<file path="src/tcr_pkg.sv">
// Package for the token class recognizer: state codes, class codes and
// the character-class transition and keyword tables. No dependencies.
package tcr_pkg;

  typedef logic [3:0] dfa_state_t;
  typedef logic [2:0] tok_class_t;
  typedef logic [7:0] char_t;
  typedef logic [2:0] char_pos_t;
  typedef logic [3:0] kw_mask_t;

  localparam int unsigned NUM_KW = 4;

  // Recognizer states
  localparam dfa_state_t ST_START     = 4'd0;
  localparam dfa_state_t ST_BIN_DIG   = 4'd1;
  localparam dfa_state_t ST_DEC_DIG   = 4'd2;
  localparam dfa_state_t ST_SIGN      = 4'd3;
  localparam dfa_state_t ST_IDENT     = 4'd4;
  localparam dfa_state_t ST_BIN_B     = 4'd5;
  localparam dfa_state_t ST_HEX_BODY  = 4'd6;
  localparam dfa_state_t ST_POINT     = 4'd7;
  localparam dfa_state_t ST_HEX_H     = 4'd8;
  localparam dfa_state_t ST_SGN_INT   = 4'd9;
  localparam dfa_state_t ST_FRAC      = 4'd10;
  localparam dfa_state_t ST_EXP_E     = 4'd11;
  localparam dfa_state_t ST_EXP_SIGN  = 4'd12;
  localparam dfa_state_t ST_EXP_DIG   = 4'd13;
  localparam dfa_state_t ST_HEX_ALPHA = 4'd14;
  localparam dfa_state_t ST_DEAD      = 4'd15;

  // Class codes
  localparam tok_class_t CLS_INTEGER    = 3'd0;
  localparam tok_class_t CLS_DECIMAL    = 3'd1;
  localparam tok_class_t CLS_SCIENTIFIC = 3'd2;
  localparam tok_class_t CLS_HEX        = 3'd3;
  localparam tok_class_t CLS_BINARY     = 3'd4;
  localparam tok_class_t CLS_KEYWORD    = 3'd5;
  localparam tok_class_t CLS_IDENT      = 3'd6;
  localparam tok_class_t CLS_INVALID    = 3'd7;

  localparam char_pos_t POS_MAX = 3'd6;

  function automatic logic is_dig(input char_t c);
    return (c >= 8'h30) && (c <= 8'h39);
  endfunction

  function automatic logic is_alpha(input char_t c);
    return ((c >= 8'h61) && (c <= 8'h7A)) || ((c >= 8'h41) && (c <= 8'h5A));
  endfunction

  function automatic logic is_hexl(input char_t c);
    return (c >= 8'h41) && (c <= 8'h46);
  endfunction

  function automatic logic is_hex(input char_t c);
    return is_dig(c) || is_hexl(c);
  endfunction

  function automatic logic is_sign(input char_t c);
    return (c == 8'h2B) || (c == 8'h2D);
  endfunction

  // One table step; ST_DEAD means no transition
  function automatic dfa_state_t next_state(input dfa_state_t s, input char_t c);
    logic bin, pt, hh, und, nz;
    bin = (c == 8'h30) || (c == 8'h31);
    pt  = (c == 8'h2E);
    hh  = (c == 8'h48);
    und = (c == 8'h5F);
    nz  = is_dig(c) && (c != 8'h30);
    unique case (s)
      ST_START: begin
        if (is_dig(c))        return bin ? ST_BIN_DIG : ST_DEC_DIG;
        else if (is_alpha(c)) return is_hexl(c) ? ST_HEX_ALPHA : ST_IDENT;
        else if (is_sign(c))  return ST_SIGN;
        else                  return ST_DEAD;
      end
      ST_BIN_DIG: begin
        if (is_dig(c))       return bin ? ST_BIN_DIG : ST_DEC_DIG;
        else if (is_hexl(c)) return (c == 8'h42) ? ST_BIN_B : ST_HEX_BODY;
        else if (pt)         return ST_POINT;
        else if (hh)         return ST_HEX_H;
        else                 return ST_DEAD;
      end
      ST_DEC_DIG: begin
        if (is_hex(c)) return is_dig(c) ? ST_DEC_DIG : ST_HEX_BODY;
        else if (pt)   return ST_POINT;
        else if (hh)   return ST_HEX_H;
        else           return ST_DEAD;
      end
      ST_SIGN:  return is_dig(c) ? ST_SGN_INT : ST_DEAD;
      ST_IDENT: return (is_alpha(c) || is_dig(c) || und) ? ST_IDENT : ST_DEAD;
      ST_BIN_B, ST_HEX_BODY: begin
        if (is_hex(c)) return ST_HEX_BODY;
        else if (hh)   return ST_HEX_H;
        else           return ST_DEAD;
      end
      ST_POINT: return is_dig(c) ? ST_FRAC : ST_DEAD;
      ST_SGN_INT: begin
        if (is_dig(c)) return ST_SGN_INT;
        else if (pt)   return ST_POINT;
        else           return ST_DEAD;
      end
      ST_FRAC: begin
        if (is_dig(c))        return ST_FRAC;
        else if (c == 8'h45)  return ST_EXP_E;
        else                  return ST_DEAD;
      end
      ST_EXP_E: begin
        if (is_sign(c)) return ST_EXP_SIGN;
        else            return nz ? ST_EXP_DIG : ST_DEAD;
      end
      ST_EXP_SIGN: return nz ? ST_EXP_DIG : ST_DEAD;
      ST_EXP_DIG:  return is_dig(c) ? ST_EXP_DIG : ST_DEAD;
      ST_HEX_ALPHA: begin
        if (is_hex(c))        return ST_HEX_ALPHA;
        else if (hh)          return ST_HEX_H;
        else if (is_alpha(c)) return ST_IDENT;
        else                  return ST_DEAD;
      end
      default: return ST_DEAD;
    endcase
  endfunction

  function automatic tok_class_t class_of(input dfa_state_t s);
    unique case (s)
      ST_BIN_DIG, ST_DEC_DIG, ST_SGN_INT: return CLS_INTEGER;
      ST_FRAC:                            return CLS_DECIMAL;
      ST_EXP_DIG:                         return CLS_SCIENTIFIC;
      ST_HEX_H:                           return CLS_HEX;
      ST_BIN_B:                           return CLS_BINARY;
      ST_IDENT, ST_HEX_ALPHA:             return CLS_IDENT;
      default:                            return CLS_INVALID;
    endcase
  endfunction

  // Keywords: 0 while, 1 else, 2 end, 3 print
  function automatic char_pos_t kw_len(input logic [1:0] k);
    unique case (k)
      2'd0:    return 3'd5;
      2'd1:    return 3'd4;
      2'd2:    return 3'd3;
      default: return 3'd5;
    endcase
  endfunction

  function automatic char_t kw_char(input logic [1:0] k, input char_pos_t p);
    char_t w [5];
    w = '{8'h00, 8'h00, 8'h00, 8'h00, 8'h00};
    unique case (k)
      2'd0:    w = '{8'h77, 8'h68, 8'h69, 8'h6C, 8'h65};
      2'd1:    w = '{8'h65, 8'h6C, 8'h73, 8'h65, 8'h00};
      2'd2:    w = '{8'h65, 8'h6E, 8'h64, 8'h00, 8'h00};
      default: w = '{8'h70, 8'h72, 8'h69, 8'h6E, 8'h74};
    endcase
    if (p < 3'd5) return w[p];
    else          return 8'h00;
  endfunction

endpackage

</file>
<file path="src/token_class_recognizer.sv">
// Token class recognizer: per-character state machine with keyword
// tracking and a registered class output. Depends on tcr_pkg.
// A token's class word is registered and appears in the cycle after its last character is accepted.
// Throughput: one character per cycle; the single-step table update and the
// one-deep output register set this, stalling only while a class word waits.
// Reset (synchronous, rst_n low): start state, keyword set full, position 0,
// output empty.
module token_class_recognizer
  import tcr_pkg::*;
(
  input  logic       clk,
  input  logic       rst_n,
  input  logic       in_valid,
  output logic       in_ready,
  input  logic [7:0] in_char_code,
  input  logic       in_last_char,
  output logic       out_valid,
  input  logic       out_ready,
  output logic [2:0] out_token_class
);

  // Token state, advanced on each accepted character and restarted after a token's last
  dfa_state_t dfa_state_r, dfa_state_nxt;
  logic       dead_r, dead_nxt;
  kw_mask_t   kw_cand_r, kw_cand_nxt;
  char_pos_t  char_pos_r, char_pos_nxt;

  // Output register
  logic       out_valid_r;
  tok_class_t out_class_r;
  tok_class_t class_nxt;

  dfa_state_t step_state;
  logic       in_acc;

  // Take a new character whenever the output slot is free or being drained
  assign in_ready = !out_valid_r || out_ready;
  assign in_acc   = in_valid && in_ready;

  always_comb begin
    step_state   = next_state(dfa_state_r, in_char_code);
    dfa_state_nxt = dfa_state_r;
    dead_nxt      = dead_r;
    // Drop into the dead flag when the table has no transition
    if (!dead_r) begin
      if (step_state == ST_DEAD) begin
        dead_nxt      = 1'b1;
        dfa_state_nxt = ST_START;
      end else begin
        dfa_state_nxt = step_state;
      end
    end

    // Knock out keywords that no longer match at this position
    kw_cand_nxt = kw_cand_r;
    for (int k = 0; k < NUM_KW; k++) begin
      if ((char_pos_r >= kw_len(2'(k))) ||
          (kw_char(2'(k), char_pos_r) != in_char_code)) begin
        kw_cand_nxt[k] = 1'b0;
      end
    end

    // Class of the token if this is its last character; keyword wins
    class_nxt = dead_nxt ? CLS_INVALID : class_of(dfa_state_nxt);
    for (int k = 0; k < NUM_KW; k++) begin
      if (kw_cand_nxt[k] && ((char_pos_r + 3'd1) == kw_len(2'(k)))) begin
        class_nxt = CLS_KEYWORD;
      end
    end

    // Saturate the position past the longest keyword
    char_pos_nxt = (char_pos_r < POS_MAX) ? (char_pos_r + 3'd1) : POS_MAX;
  end

  always_ff @(posedge clk) begin
    if (!rst_n) begin
      dfa_state_r <= ST_START;
      dead_r      <= 1'b0;
      kw_cand_r   <= '1;
      char_pos_r  <= '0;
    end else if (in_acc) begin
      if (in_last_char) begin
        // End of token: return to the start of the next one
        dfa_state_r <= ST_START;
        dead_r      <= 1'b0;
        kw_cand_r   <= '1;
        char_pos_r  <= '0;
      end else begin
        dfa_state_r <= dfa_state_nxt;
        dead_r      <= dead_nxt;
        kw_cand_r   <= kw_cand_nxt;
        char_pos_r  <= char_pos_nxt;
      end
    end
  end

  always_ff @(posedge clk) begin
    if (!rst_n) begin
      out_valid_r <= 1'b0;
    end else if (in_acc && in_last_char) begin
      out_valid_r <= 1'b1;
    end else if (out_ready) begin
      out_valid_r <= 1'b0;
    end
  end

  // Payload: hold until drained, load on a token's final character
  always_ff @(posedge clk) begin
    if (in_acc && in_last_char) begin
      out_class_r <= class_nxt;
    end
  end

  assign out_valid       = out_valid_r;
  assign out_token_class = out_class_r;

`ifndef SYNTHESIS
  a_dead_parks_start: assert property (@(posedge clk) disable iff (!rst_n)
    dead_r |-> (dfa_state_r == ST_START))
    else $error("dead token left recognizer away from start");

  a_never_dead_code: assert property (@(posedge clk) disable iff (!rst_n)
    dfa_state_r != ST_DEAD)
    else $error("dead code stored as recognizer state");

  a_pos_saturates: assert property (@(posedge clk) disable iff (!rst_n)
    char_pos_r <= POS_MAX)
    else $error("character position beyond saturation");

  a_last_gives_word: assert property (@(posedge clk) disable iff (!rst_n)
    (in_acc && in_last_char) |=> out_valid_r)
    else $error("final character produced no class word");

  a_token_restart: assert property (@(posedge clk) disable iff (!rst_n)
    (in_acc && in_last_char) |=>
      (char_pos_r == 3'd0) && (kw_cand_r == 4'hF) && !dead_r)
    else $error("token state not restarted after final character");
`endif

endmodule
</file>
<file path="config.mk">
export PLATFORM = sky130hd
export DESIGN_NAME = token_class_recognizer
export DESIGN_NICKNAME = d
export VERILOG_FILES = /design/src/tcr_pkg.sv /design/src/token_class_recognizer.sv
export SDC_FILE = /design/constraint.sdc
export NUM_CORES = 1
export LEC_CHECK = 0
export ABC_AREA = 1
export BUFFER_PORTS_ARGS = -buffer_cell sky130_fd_sc_hd__buf_2
export CAP_MARGIN = 10
export CORE_AREA = 2 2 80 82
export CTS_CLUSTER_DIAMETER = 60
export CTS_CLUSTER_SIZE = 20
export DETAILED_ROUTE_END_ITERATION = 6
export DIE_AREA = 0 0 82 84
export PLACE_DENSITY = 0.68
export SLEW_MARGIN = 5
export SYNTH_ARGS = -nofsm -noshare
export SYNTH_HDL_FRONTEND = slang
export SYNTH_SLANG_ARGS = --single-unit
</file>
<file path="constraint.sdc">
create_clock -name clk -period 6.4 [get_ports clk]
set_input_delay 1.28 -clock clk [delete_from_list [all_inputs] [get_ports clk]]
set_output_delay 1.28 -clock clk [all_outputs]
set_load 0.005 [all_outputs]
</file>
==> implementation parameters <==
Parameter                              Value

GRT
  Initial antenna violation count ... 0
  Overall global routing resource usage ... 0.1841
  Met2 track utilization from global routing ... 0.2964
  Via count of the first global-routing pass ... around 2,400
  Grt met3 use ... 0.009740
  Aggregate global routing overflow ... 0
  Global-route wire length before repair ... ~11,000 um
  Largest net degree at the start of global routing ... 19
  Most used routing layer in global routing ... met2
  Fraction of met1 tracks used by global routing ... 0.2711

Final layout
  Register area ... ~350 um^2
  Number of antenna cells inserted ... 0
  Number of fill cells ... between 600 and 700
  Layout cells sized above 1 ... 0.1942
  Commonest cells after routing, fill and taps aside ... 105 x sky130_fd_sc_hd__nand2_1, 49 x sky130_fd_sc_hd__nor2_1, 36 x sky130_fd_sc_hd__inv_1, 36 x sky130_fd_sc_hd__nand3_1, 19 x sky130_fd_sc_hd__a21oi_1
  Count of non-filler cells in the finished layout ... between 400 and 500
  Net total in the final layout ... 438
  Area grow syn2layout ... 7.631%
  Multi-input logic area ... 1727 um^2
  Post-route standard cell area excluding fillers ... 2524 um^2
  Most frequent standard cell in the layout excluding fill and tap cells ... sky130_fd_sc_hd__nand2_1

Yosys
  Post-synth design cell area ... ~2300 um^2
  Register bit total from synthesis ... 16
  Synth top area cells ... sky130_fd_sc_hd__nand2_1 17%, sky130_fd_sc_hd__dfxtp_1 11%, sky130_fd_sc_hd__nor2_1 7.8%
  Proportion of netlist area held by the largest area contributor ... 0.1681
  Count of synthesis-stage warnings from yosys ... 0
  Count of different cell masters after synthesis ... 42
  Syn nets ... ~420
  Instance count of the mapped netlist ... ~400
  Share of the yosys chip area belonging to registers ... 0.1494
  Dominant cell type by area after synthesis ... sky130_fd_sc_hd__nand2_1
  Post-Syn Area per Cell ... 5.891 um^2

Drt
  Total via count after detailed routing ... 2,499
  Routed WL per cell ... between 10 and 15 um
  Sum of routed wire length over all layers ... 5825 um
  First-pass iteration count of the detailed router ... 4
  Post-DRT Antenna Nets ... 0
  Mean number of vias per cell ... 5.110
  Initial detailed-routing violation count ... between 150 and 200
  DRC Markers ... 0

Power and ir drop
  Power density normalized to cell area ... 239.5 nW/um^2
  Peak supply drop ... approximately 250 uV
  Leakage dissipation ... about 1.2 nW

Timing
  Final worst path period need ... approximately 3600 ps
  Minimum setup slack in the final design ... between 2000 and 3000 ps
  Unrepaired setup endpoints after global routing ... false
  Share of the clock period used by the worst path ... 0.5667
  Slew of the pin with the lowest slew margin ... approximately 530 ps
  Final hold violations ... 0
  Final sum of negative setup slack ... 0 ps
  Slew Viols, Final ... 0
  Hold WS ... about 470 ps
  Endpoints failing setup ... 0
  Worst Skew ... 2.672 ps
  Fmax ... ~280 MHz
  Headroom to the max-slew limit ... 0.6427

Placement
  Number of buffers added on ports ... 17
  Final estimated routing congestion in global placement ... just over 1
  Area post-placement ... between 2000 and 2500 um^2
  Post-detail-place hpwl ... slightly below 5000 um
  Number of instances in the placed design ... ~490
  Minimum setup slack after placement ... around 2500 ps

Floorplanning
  Number of top-level design ports ... 18
  Effective utilization at floorplan ... 0.3846
  Chip height ... about 84 um
  Width of the chip ... a little over 80 um
  DIE AREA ... 6888 um^2
  Row Count ... 29
  Area of the placeable core ... 6096 um^2

Worst setup path
  Endpoint arrival time on the critical path ... ~3600 ps
  Sort of element at the end of the critical path ... flop
  Depth of the most critical reg-to-reg path ... 18
  Critical Path Start Type ... input pin
  Worst EP required ... roughly 6400 ps
  Largest fanout of any net on the critical path ... 13
  Worst setup path class ... input pin to flop

Worst hold path
  Depth of the worst hold-timing path ... 2
  Path class of the lowest-slack min-delay path ... flop to flop

CTS
  Post-cts resize count ... 0
  Number of sinks driven by the clock tree ... 16
  Maximum level of the CTS H-tree ... 1
  Clock Tree Buf Depth ... 2
  TritonCTS clock tree ... yes
  Cell at the root of the clock tree ... sky130_fd_sc_hd__clkbuf_8
  Hold bufs inserted after CTS ... 0
  Num CTS Buffers ... 3
  Post-CTS setup buffers ... 0
  Insertion delay to the later sink of the worst-skew pair ... approximately 250 ps
  Clk pin slew, worst setup/hold paths ... approximately 60 ps

Flow run
  Number of maximum-capacitance violations ... 0

Outcome
  Result of the run ... finished, final reports clean
-- layer usage --
metal	wire length, um	part of all wire	vias to the layer above
met5	0	0	-
met2	2711	0.47	50
met1	2850	0.49	1130
li1	-	-	1314
met3	218	0.037	5
met4	44	0.0076	0
-- final timing paths --
path / start / slack, ps / endpoint
max: in_char_code[2] / 2770 / out_token_class[2]$_SDFFCE_PP1P_
min reg2reg: kw_cand_r[3]$_SDFFE_PN1P_ / 470 / kw_cand_r[3]$_SDFFE_PN1P_
max reg2reg: dfa_state_r[1]$_SDFFE_PN0P_ / 3600 / out_token_class[2]$_SDFFCE_PP1P_
min: kw_cand_r[3]$_SDFFE_PN1P_ / 470 / kw_cand_r[3]$_SDFFE_PN1P_
-- critical path: stages --
cell and delay, ps:
sky130_fd_sc_hd__buf_2 190, sky130_fd_sc_hd__inv_1 160, sky130_fd_sc_hd__nand2_1 100, sky130_fd_sc_hd__nor2_1 130, sky130_fd_sc_hd__nand2_1 70, sky130_fd_sc_hd__nand3_1 70, sky130_fd_sc_hd__nand2_1 150, sky130_fd_sc_hd__nand3_1 120
sky130_fd_sc_hd__nor2_1 40, sky130_fd_sc_hd__nor2_1 120, sky130_fd_sc_hd__nand4_1 190, sky130_fd_sc_hd__nand3_2 160, sky130_fd_sc_hd__nand3_1 80, sky130_fd_sc_hd__nand2_1 100, sky130_fd_sc_hd__inv_2 50, sky130_fd_sc_hd__ha_1 280
sky130_fd_sc_hd__inv_1 110, sky130_fd_sc_hd__nand2_4 70, sky130_fd_sc_hd__a21oi_2 100, sky130_fd_sc_hd__nand2_1 50
-- cell usage after synthesis (all sizes together) --
cell type / n
nor3b: 1
xor2: 11
and2: 1
a211oi: 1
clkinv: 2
buf: 6
o22ai: 1
a22oi: 2
o21ai: 15
nor4: 2
nor3: 8
nand2: 128
inv: 52
nor2: 61
a211o: 1
clkbuf: 1
dfxtp: 13
o211a: 1
a221o: 1
a31oi: 1
a21oi: 21
a32oi: 1
nand3: 39
nand3b: 1
edfxtp: 3
nand4: 11
ha: 12
and3: 1
-- state kept, by name, summed over array words and instances (netlist names) --
name and count:
char_pos_r 3, dead_r 1, dfa_state_r 4, kw_cand_r 4, out_token_class 3, out_valid 1
-- cell type report --
type / instances / share of cell area
clock buffers: 4 / 0.02181
repair buffers: 17 / 0.03371
multi-input cells: 321 / 0.6842
inverters: 54 / 0.08329
flip-flops and latches: 16 / 0.1388
well taps: 77 / 0.03818
-- stage by stage --
step / total power [mW] / util
after CTS: 0.6067 / 0.4140
after global routing: 0.6683 / 0.4140
after detailed placement: 0.5153 / 0.4050
after global placement: 0.5110 / 0.4050
after floorplan: 0.4476 / -
final: 0.6043 / 0.4140
-- power by group --
group | total (mW) | switching, mW | internal, mW
clock network | 0.0895 | 0.0349 | 0.0546
logic | 0.377 | 0.241 | 0.136
registers | 0.138 | 0.0114 | 0.127
-- cells by family (layout without fill, tap and decap cells) --
| group | after synthesis | after routing | share of synthesized area |
|---|---|---|---|
| buffers and inverters | 61 | 75 | 0.1142 |
| adders and majority gates | 12 | 12 | 0.06403 |
| DFF | 16 | 16 | 0.1494 |
| AOI/OAI and AO/OA | 45 | 45 | 0.1126 |
| xor gates and xnor gates | 11 | 11 | 0.04109 |
| and+or+nand+nor | 253 | 253 | 0.5187 |
No activity file was read; power rests on OpenSTA's default activity.
